`src/sv/tkdc_pkg.sv`:
```
// Shared types and constants for the top-k by divisor count block.
`default_nettype none

package tkdc_pkg;

  localparam int KEEP_MAX    = 16;
  localparam int NUMBER_BITS = 20;
  localparam int HELD_W      = $clog2(KEEP_MAX + 1);
  localparam int KEEP_W      = 5;
  localparam int CMP_W       = (HELD_W > KEEP_W) ? HELD_W : KEEP_W;
  localparam logic [KEEP_W-1:0] KEEP_RESET = KEEP_W'(10);

  typedef struct packed {
    logic [19:0] number;
    logic [7:0]  factor_count;
    logic        last_number;
  } item_t;

  typedef struct packed {
    logic [19:0] kept_number;
    logic [7:0]  kept_factor_count;
    logic        report_end;
  } result_t;

  typedef struct packed {
    logic [NUMBER_BITS-1:0] num;
    logic [7:0]             cnt;
  } entry_t;

  typedef struct packed {
    logic insert;
    logic shift_up;
  } cell_ctl_t;

  typedef struct packed {
    logic live;
    logic lim;
    logic tail;
  } cell_pos_t;

  typedef struct packed {
    logic above;
    logic hit;
    logic beats;
  } cell_stat_t;

endpackage

`default_nettype wire

```
`src/sv/top_k_by_divisor_count.sv`:
```
// Top level: keeps the highest-ranked numbers by factor count in a sorted cell chain.
// An item that is not marked last is taken in its accept cycle; start may be high again next cycle.
// A last-marked item is ranked in its accept cycle like any other, then the held entries stream out,
// one per cycle, while busy stays high until the last held entry is out.
// The report shifts the chain toward cell zero; the receiver cannot stall it.
// Reset empties the chain and sets keep_count to 10; entry contents are not cleared.
`default_nettype none

module top_k_by_divisor_count (
  input  logic                          clk_i,
  input  logic                          rst_ni,
  input  logic                          start,
  output logic                          busy,
  input  tkdc_pkg::item_t               item_i,
  output logic                          result_strobe_o,
  output tkdc_pkg::result_t             result_o,
  input  logic                          cfg_we_i,
  input  logic [tkdc_pkg::KEEP_W-1:0]   cfg_wdata_i
);
  import tkdc_pkg::*;

  typedef enum logic {
    ST_IDLE,
    ST_REPORT
  } state_e;

  state_e             state_q, state_d;
  logic [HELD_W-1:0]  held_q, held_d;
  logic [KEEP_W-1:0]  keep_q, keep_d;

  entry_t     new_entry;
  entry_t     entries  [KEEP_MAX];
  cell_stat_t stats    [KEEP_MAX];
  cell_pos_t  pos      [KEEP_MAX];
  logic [KEEP_MAX-1:0] hit_vec, beats_vec;

  logic [CMP_W-1:0]  eff_keep;
  logic              full, dup, beats_tail, accept, insert;
  logic [HELD_W-1:0] limit;
  cell_ctl_t         ctl;

  assign new_entry.num = item_i.number[NUMBER_BITS-1:0];
  assign new_entry.cnt = item_i.factor_count;

  always_comb begin
    if (keep_q == '0) begin
      eff_keep = CMP_W'(1);
    end else if (CMP_W'(keep_q) > CMP_W'(KEEP_MAX)) begin
      eff_keep = CMP_W'(KEEP_MAX);
    end else begin
      eff_keep = CMP_W'(keep_q);
    end
  end

  assign full  = CMP_W'(held_q) >= eff_keep;
  assign limit = full ? (held_q - HELD_W'(1)) : held_q;

  genvar g;
  generate
    for (g = 0; g < KEEP_MAX; g++) begin : g_cell
      assign pos[g].live = HELD_W'(g) < held_q;
      assign pos[g].lim  = HELD_W'(g) < limit;
      assign pos[g].tail = held_q == HELD_W'(g + 1);
      assign hit_vec[g]   = stats[g].hit;
      assign beats_vec[g] = stats[g].beats;

      if (g == 0) begin : g_head
        tkdc_cell u_cell (
          .clk_i       (clk_i),
          .new_i       (new_entry),
          .prev_i      (new_entry),
          .prev_above_i(1'b0),
          .next_i      (entries[g + 1 < KEEP_MAX ? g + 1 : g]),
          .pos_i       (pos[g]),
          .ctl_i       (ctl),
          .entry_o     (entries[g]),
          .stat_o      (stats[g])
        );
      end else begin : g_body
        tkdc_cell u_cell (
          .clk_i       (clk_i),
          .new_i       (new_entry),
          .prev_i      (entries[g - 1]),
          .prev_above_i(stats[g - 1].above),
          .next_i      (entries[g + 1 < KEEP_MAX ? g + 1 : g]),
          .pos_i       (pos[g]),
          .ctl_i       (ctl),
          .entry_o     (entries[g]),
          .stat_o      (stats[g])
        );
      end
    end
  endgenerate

  assign dup        = |hit_vec;
  assign beats_tail = |beats_vec;
  assign accept     = start && (state_q == ST_IDLE);
  assign insert     = accept && !dup && (!full || beats_tail);

  assign ctl.insert   = insert;
  assign ctl.shift_up = (state_q == ST_REPORT);

  always_comb begin
    state_d = state_q;
    held_d  = held_q;
    keep_d  = keep_q;
    if (cfg_we_i) begin
      keep_d = cfg_wdata_i;
    end
    unique case (state_q)
      ST_IDLE: begin
        if (insert && !full) begin
          held_d = held_q + HELD_W'(1);
        end
        if (accept && item_i.last_number) begin
          state_d = ST_REPORT;
        end
      end
      ST_REPORT: begin
        held_d = held_q - HELD_W'(1);
        if (held_q == HELD_W'(1)) begin
          state_d = ST_IDLE;
        end
      end
      default: begin
        state_d = ST_IDLE;
      end
    endcase
  end

  always_ff @(posedge clk_i or negedge rst_ni) begin
    if (!rst_ni) begin
      state_q <= ST_IDLE;
      held_q  <= '0;
      keep_q  <= KEEP_RESET;
    end else begin
      state_q <= state_d;
      held_q  <= held_d;
      keep_q  <= keep_d;
    end
  end

  assign busy                       = (state_q == ST_REPORT);
  assign result_strobe_o            = (state_q == ST_REPORT);
  assign result_o.kept_number       = 20'(entries[0].num);
  assign result_o.kept_factor_count = entries[0].cnt;
  assign result_o.report_end        = (held_q == HELD_W'(1));

endmodule

`default_nettype wire

```
`src/sv/tkdc_cell.sv`:
```
// One slot of the sorted insertion chain: holds an entry and ranks the offered item against it.
`default_nettype none

module tkdc_cell (
  input  logic               clk_i,
  input  tkdc_pkg::entry_t   new_i,
  input  tkdc_pkg::entry_t   prev_i,
  input  logic               prev_above_i,
  input  tkdc_pkg::entry_t   next_i,
  input  tkdc_pkg::cell_pos_t pos_i,
  input  tkdc_pkg::cell_ctl_t ctl_i,
  output tkdc_pkg::entry_t   entry_o,
  output tkdc_pkg::cell_stat_t stat_o
);
  import tkdc_pkg::*;

  entry_t entry_q, entry_d;
  logic   above;

  assign above = !pos_i.lim || (new_i.cnt > entry_q.cnt) ||
                 ((new_i.cnt == entry_q.cnt) && (new_i.num > entry_q.num));

  always_comb begin
    entry_d = entry_q;
    if (ctl_i.shift_up) begin
      entry_d = next_i;
    end else if (ctl_i.insert && above) begin
      entry_d = prev_above_i ? prev_i : new_i;
    end
  end

  always_ff @(posedge clk_i) begin
    entry_q <= entry_d;
  end

  assign entry_o      = entry_q;
  assign stat_o.above = above;
  assign stat_o.hit   = pos_i.live && (entry_q.num == new_i.num);
  assign stat_o.beats = pos_i.tail && (new_i.cnt > entry_q.cnt);

endmodule

`default_nettype wire

```
`config.mk`:
```
export PLATFORM = sky130hd
export DESIGN_NAME = top_k_by_divisor_count
export DESIGN_NICKNAME = d
export VERILOG_FILES = /design/src/sv/tkdc_pkg.sv /design/src/sv/top_k_by_divisor_count.sv /design/src/sv/tkdc_cell.sv
export SDC_FILE = /design/constraint.sdc
export NUM_CORES = 2
export LEC_CHECK = 0
export ABC_AREA = 1
export BUFFER_PORTS_ARGS = -buffer_cell sky130_fd_sc_hd__clkbuf_2
export CORE_MARGIN = 10
export CORE_UTILIZATION = 50
export CTS_BUF_LIST = sky130_fd_sc_hd__clkbuf_4 sky130_fd_sc_hd__clkbuf_8 sky130_fd_sc_hd__clkbuf_16
export CTS_CLUSTER_SIZE = 14
export DETAILED_ROUTE_END_ITERATION = 8
export GPL_ROUTABILITY_DRIVEN = 0
export GPL_TIMING_DRIVEN = 1
export MAX_ROUTING_LAYER = met4
export PLACE_DENSITY = 0.66
export REMOVE_ABC_BUFFERS = 1
export SLEW_MARGIN = 20
export SYNTH_ARGS = -nofsm -noshare
export SYNTH_HDL_FRONTEND = slang
export SYNTH_SLANG_ARGS = --single-unit
```
`constraint.sdc`:
```
create_clock -name clk_i -period 11.3 [get_ports clk_i]
set_clock_uncertainty 0.2 [all_clocks]
set_input_delay 1.13 -clock clk_i [delete_from_list [all_inputs] [get_ports clk_i]]
set_output_delay 1.13 -clock clk_i [all_outputs]
set_load 0.01 [all_outputs]
```
* Yosys cells after proc, flatten, opt, wreduce, memory -nomap -nowiden
Cells that the tools add are included.
W data, S select, Z words.
** Cells by class
- Muxes and demuxes :: 53
- Bitwise operators :: 1
- Add/sub/neg operators :: 2
- Equality and inequality tests :: 49
- $lt $le $gt $ge :: 66
- Reductions and logical operators :: 139
** Operators with widths (number)
- $mux W28 :: 45
- $eq A20 B20 Y1 :: 16
- $gt A20 B20 Y1 :: 16
- $eq A8 B8 Y1 :: 16
- $gt A8 B8 Y1 :: 16
- $lt A4 B5 Y1 const A :: 16
- $logic_and A1 B1 Y1 :: 69
- $eq A5 B4 Y1 const B :: 8
- $lt A3 B5 Y1 const A :: 8
- $logic_or A1 B1 Y1 :: 33
- $reduce_or A16 Y1 :: 2
- $reduce_bool A2 Y1 :: 15
- $eq A5 B3 Y1 const B :: 4
- $lt A1 B5 Y1 const A :: 4
- $lt A2 B5 Y1 const A :: 4
- $mux W5 :: 4
- $logic_not A1 Y1 :: 18
- $eq A5 B2 Y1 const B :: 2
- $pmux W5 S2 :: 1
- $add A5 B1 Y5 const B :: 1
- $eq A5 B1 Y1 const B :: 1
- $eq A5 B5 Y1 const B :: 1
- $ge A5 B5 Y1 :: 1
- $gt A5 B5 Y1 const B :: 1
- 7 further kinds :: 8
** Storage, ports and cells
- Register bits :: 459
- Input bits :: 38
- Output and inout bits :: 31

* Depth between registers and ports, before layout
- Word-level depth :: 12
- Mapped depth :: 20
- Depth with buffers taken out :: 19

* Cells and area by module
Synthesis repeated with hierarchy kept, for this count alone.
** Second synthesis, totals
- Cells, all modules :: 4867
- Area, all modules :: 37357.1 µm²
** By module, submodules not included
- tkdc_cell (g_cell[0].g_head.u_cell ...) :: area an instance 2242.2 µm², sequential area each 840.8 µm², cells each 289, times used 15
- tkdc_cell (g_cell[3].g_body.u_cell) :: area an instance 2237.1 µm², sequential area each 840.8 µm², cells each 289, times used 1
- top_k_by_divisor_count :: area an instance 1487.7 µm², sequential area each 277.8 µm², cells each 243, times used 1

* Worst setup path after synthesis
No wires, ideal clock.
- Kind :: input to register
- From :: input item_i[9] (netlist name)
- To :: register g_cell[15].g_body.u_cell.entry_q (netlist bit g_cell[15].g_body.u_cell.entry_o[0]), enable pin
- Stages :: 14
- Setup time :: 0.423 ns
- Data arrival time :: 4.262 ns
- Path buffers :: 1
- Path slack :: 6.415 ns
- Required time :: 10.677 ns
- Cells stage by stage :: inv_1 > clkbuf_1 > ha_1 > nand4_1 > inv_1 > nand3_1 > nand2_1 > o21ai_0 > nand2_1 > inv_1 > nand2_1 > nor2_4 > nand2_1 > a21oi_1
** Between the ends
- Cells in the longest elaborated chain, start to end :: 8
- Elaborated cells on any way between the ends :: 41
- Classes of those cells :: order compare (1); eq/ne (16); reduce/logical (24)
** RTL lines
- start: declaration :: line top_k_by_divisor_count.sv:14 : input tkdc_pkg::item_t item_i,
- branches (longest 6 deep; another with $gt A20 B20 Y1)
- $logic_and A1 B1 Y1 * :: line tkdc_cell.sv:27 : end else if (ctl_i.insert && above) begin
- $reduce_and A2 Y1 (no line) *
- end signal: assignment :: line tkdc_cell.sv:33 : entry_q <= entry_d;
- end: declaration :: line tkdc_cell.sv:17 : entry_t entry_q, entry_d;
Mark *: on every way between the ends.
A chain may end at the register's enable or synchronous reset.

* Worst setup path in the final report
- From :: register keep_q[1]
- To :: register g_cell[8].g_body.u_cell.entry_q (netlist bit g_cell[8].g_body.u_cell.entry_o[16]), enable pin
** Between the ends
- Cells in the longest elaborated chain, start to end :: 11
- Elaborated cells on any way between the ends :: 15
- Classes of those cells :: order compare (3); mux (3); reduce/logical (9)
** RTL lines
- start: declaration :: line top_k_by_divisor_count.sv:29 : logic [KEEP_W-1:0] keep_q, keep_d;
- start signal: assignment :: line top_k_by_divisor_count.sv:139 : keep_q <= keep_d;
- $gt A5 B5 Y1 :: line top_k_by_divisor_count.sv:48 : end else if (CMP_W'(keep_q) > CMP_W'(KEEP_MAX)) begin
- $mux W5 :: line top_k_by_divisor_count.sv:48
- $mux W5 * :: line top_k_by_divisor_count.sv:46 : if (keep_q == '0) begin
- $ge A5 B5 Y1 * :: line top_k_by_divisor_count.sv:55 : assign full = CMP_W'(held_q) >= eff_keep;
- $mux W5 :: line top_k_by_divisor_count.sv:56 : assign limit = full ? (held_q - HELD_W'(1)) : held_q;
- $lt A4 B5 Y1 :: line top_k_by_divisor_count.sv:62 : assign pos[g].lim = HELD_W'(g) < limit;
- $logic_not A1 Y1 :: line tkdc_cell.sv:20 : assign above = !pos_i.lim || (new_i.cnt > entry_q.cnt) ||
- $logic_or A1 B1 Y1 (2 in series) :: line tkdc_cell.sv:20
- $logic_and A1 B1 Y1 * :: line tkdc_cell.sv:27
- $reduce_bool A2 Y1 (no line) *
- end signal: assignment :: line tkdc_cell.sv:33
- end: declaration :: line tkdc_cell.sv:17
Mark *: on every way between the ends. The rest lies on a longest branch, timed or not.

==> results.py <==
metrics = {
    "sta": {
        "hold_viol_final": 0,
        "min_period_over_period": 0.4979,
        "period_needed_ns": 5.626,
        "setup_violations": 0,
        "fmax_mhz": 177.7,
        "tns_ns": 0,
        "final_max_slew_viol_count": 0,
        "slew_headroom": 0.2617,
        "grt_setup_unrepaired": "false",
        "worst_pin_slew_ns": 1.107,
    },
    "global_routing": {
        "grt_overflow": 0,
        "grt_usage": 0.2815,
        "grt_pass1_wl_um": 179700,
        "grt_antenna_before_repair": 4,
        "grt_pass1_vias": 31370,
        "grt_max_degree": 227,
    },
    "synthesis": {
        "synthMuxAreaShare": 0.0003101,
        "ys_async_sr_fraction": 0.02397,
        "synth_xor_area_frac": 0.0009649,
        "synth-seq-area-share": 0.3782,
        "synth_top_area_share": 0.3705,
        "syn-instance-count": 4766,
        "synth_edf_count": 448,
        "synthDistinctLibCells": 45,
        "synth-compound-area-share": 0.1085,
        "ys_seq_elements": 459,
        "syn_area_per_cell_um2": 7.618,
        "synthAdderAreaFrac": 0.1578,
        "synth_ff_type": "edfxtp_1",
        "synth.largest_area_cell": "edfxtp_1",
        "syn_area_um2": 36310,
        "synth_area_leaders": "edfxtp_1 (37%), ha_1 (16%), nand2_1 (15%), nand3_1 (7.4%), inv_1 (5.6%)",
        "yosys_warnings": 0,
        "synthSimpleGateAreaFrac": 0.2587,
        "synth_top_family_by_area": "simple AND/OR/NAND/NOR gates",
    },
    "clocking": {
        "post_cts_buffers": 0,
        "max-clock-path-buffers": 3,
        "root_buffer": "clkbuf_16",
        "cts_max_level": 2,
        "cts_resized": 0,
        "clkSlewWorstSetupHoldPaths_ns": 0.07,
        "cts_sinks": 459,
        "clkLatencyLatePin_ns": 0.62,
        "cts_buffers": 54,
        "cts_hold_buf": 0,
        "cts_tree": "done",
    },
    "critical_path": {
        "crit_end": "g_cell[8].g_body.u_cell.entry_o[16]",
        "startpoint": "keep_q[1]",
        "crit_type": "reg2reg",
        "required_ns": 11.39,
        "worstPathArrival_ns": 5.72,
        "cp-end-kind": "register",
        "crit_path_start_kind": "register",
        "r2r_cells": 16,
        "crit_path_max_fanout": 29,
        "regToRegSetupSlack_ns": 5.67,
        "r2r-start": "keep_q[1]",
        "r2r_end": "g_cell[8].g_body.u_cell.entry_o[16]",
    },
    "place": {
        "dp_cells": 5600,
        "post-dp-hpwl_um": 83330,
        "placed_area_um2": 37090,
        "portBuffers": 68,
    },
    "die": {
        "die_area_um2": 83800,
        "die_w_um": 289.5,
        "io_pins": 69,
        "row_count": 98,
        "initial_core_util": 0.5062,
        "die_h_um": 289.5,
        "core_um2": 71730,
    },
    "final_layout": {
        "finalNetCount": 5202,
        "fin_util": 0.5406,
        "syn_to_final_growth_pct": 6.806,
        "finalNonFillerCells": 5701,
        "final_layout_size_suffix_gt1_frac": 0.05540,
        "stdcell_area_um2": 38780,
    },
    "detailed_routing": {
        "via_per_inst": 5.744,
        "top_layer": "met4",
        "wl_met1_um": 50730,
        "post-route-drc-count": 0,
        "antenna_left": 0,
        "vias": 32750,
        "wl_um": 115600,
        "wl_met3_um": 9106,
        "firstDrtPassIters": 6,
        "avgRoutedWirePerCell_um": 20.28,
        "wl_met2_um": 51510,
        "drtIter0Drc": 3549,
    },
    "hold_path": {
        "min_path_type": "in2async",
    },
    "job": {
        "drv_cap": 0,
    },
    "status": {
        "outcome": "finished, final reports clean",
    },
}
-- cells in the final DEF (no fill, tap or decap), types with 12 or more instances in the layout --
cell,instances
nand2_1,1442
inv_1,539
nand3_1,530
ha_1,458
edfxtp_1,448
o21ai_0,315
nor2_1,241
a21oi_1,227
o21ai_1,112
clkbuf_2,68
buf_4,61
clkbuf_16,55
clkinv_1,36
nand4_1,34
o22ai_1,28
clkbuf_4,19
o211ai_1,16
o21a_1,12
-- critical path: stages, from the launching register on --
cell      delay [ns]
dfstp_2         0.52
inv_1           0.05
a31oi_1         0.16
nor2_1          0.08
ha_1            0.27
inv_1           0.03
a21boi_0        0.16
o21bai_1        0.11
nand2_2         0.33
xor2_1          0.40
inv_1           0.19
nor2_2          0.20
nand2_1         0.61
nand2_1         1.01
nand3_1         0.14
nand2_1         0.41
buf_4           0.40
-- per-stage QoR --
step | setup WS (ns) | hold WS, ns
finish | 5.674 | 0.2070
global route | 5.247 | 0.2113
CTS | 5.694 | 0.1820
detailed placement | 5.550 | 0.2998
global placement | 5.569 | 0.3004
floorplan | -7.211 | 0.2690
-- routing by layer --
metal | vias to the layer above | global-route usage
met1 | 15290 | 0.3790
met3 | 265 | 0.03659
met5 | - | -
met2 | 1369 | 0.4320
li1 | 15830 | -
met4 | 0 | 0.09794
-- flip-flops by register name, indices dropped and copies added (netlist names) --
register	cells
held_q	5
g_cell.g_body.u_cell.entry_o	420
keep_q	5
busy	1
g_cell.g_head.u_cell.entry_o	28
-- cell type report --
cell class,instances,area (um2)
clock buffers,74,1519
inverters,569,2143
multi-input cells,3491,19210
diodes,4,10.01
well taps,950,1189
clock inverters,23,135.1
repair buffers,131,838.3
fillers,6940,32950
flip-flops and latches,459,13730
-- worst min-delay path by stage --
stage / from / end / slack (ns)
2_1_floorplan: keep_q[1] / keep_q[1] / 0.27
3_3_place_gp: keep_q[1] / keep_q[1] / 0.30
3_5_place_dp: keep_q[3] / keep_q[3] / 0.30
4_1_cts: rst_ni / held_q[0] / 0.18
5_1_grt: rst_ni / held_q[1] / 0.21
6_report: rst_ni / held_q[0] / 0.21
-- synthesized netlist by cell type, types with 2 or more instances --
library cell / instances
nand2_1: 1446
inv_1: 539
nand3_1: 534
ha_1: 458
edfxtp_1: 448
o21ai_0: 315
nor2_1: 244
a21oi_1: 230
o21ai_1: 113
clkbuf_1: 110
buf_4: 63
buf_2: 47
nand4_1: 34
o22ai_1: 28
clkinv_1: 27
o211ai_1: 16
buf_6: 14
o21a_1: 12
dfrtp_1: 9
buf_1: 8
nor3_1: 8
o21bai_1: 6
a21boi_0: 5
a31oi_1: 5
clkbuf_2: 5
a21o_1: 4
nor2_2: 4
o21ai_2: 4
xor2_1: 4
inv_2: 3
a211oi_1: 2
dfstp_2: 2
nand2_2: 2
nand3_2: 2
nand3b_1: 2
nor3b_1: 2
o2111ai_1: 2
o21ai_4: 2
-- logic make-up after synthesis --
| group | count (synthesis) |
|---|---|
| buffers and inverters | 816 |
| flip-flops | 459 |
| AND/OR/NAND/NOR | 2282 |
| XOR/XNOR | 4 |
| adder cells (fa/ha/maj) | 458 |
| multiplexers | 1 |
| AO/OA/AOI/OAI | 746 |
Power is left out: the tool's default activity adds up to more than one toggle a clock period on the data nets, which glitch-free logic cannot reach.
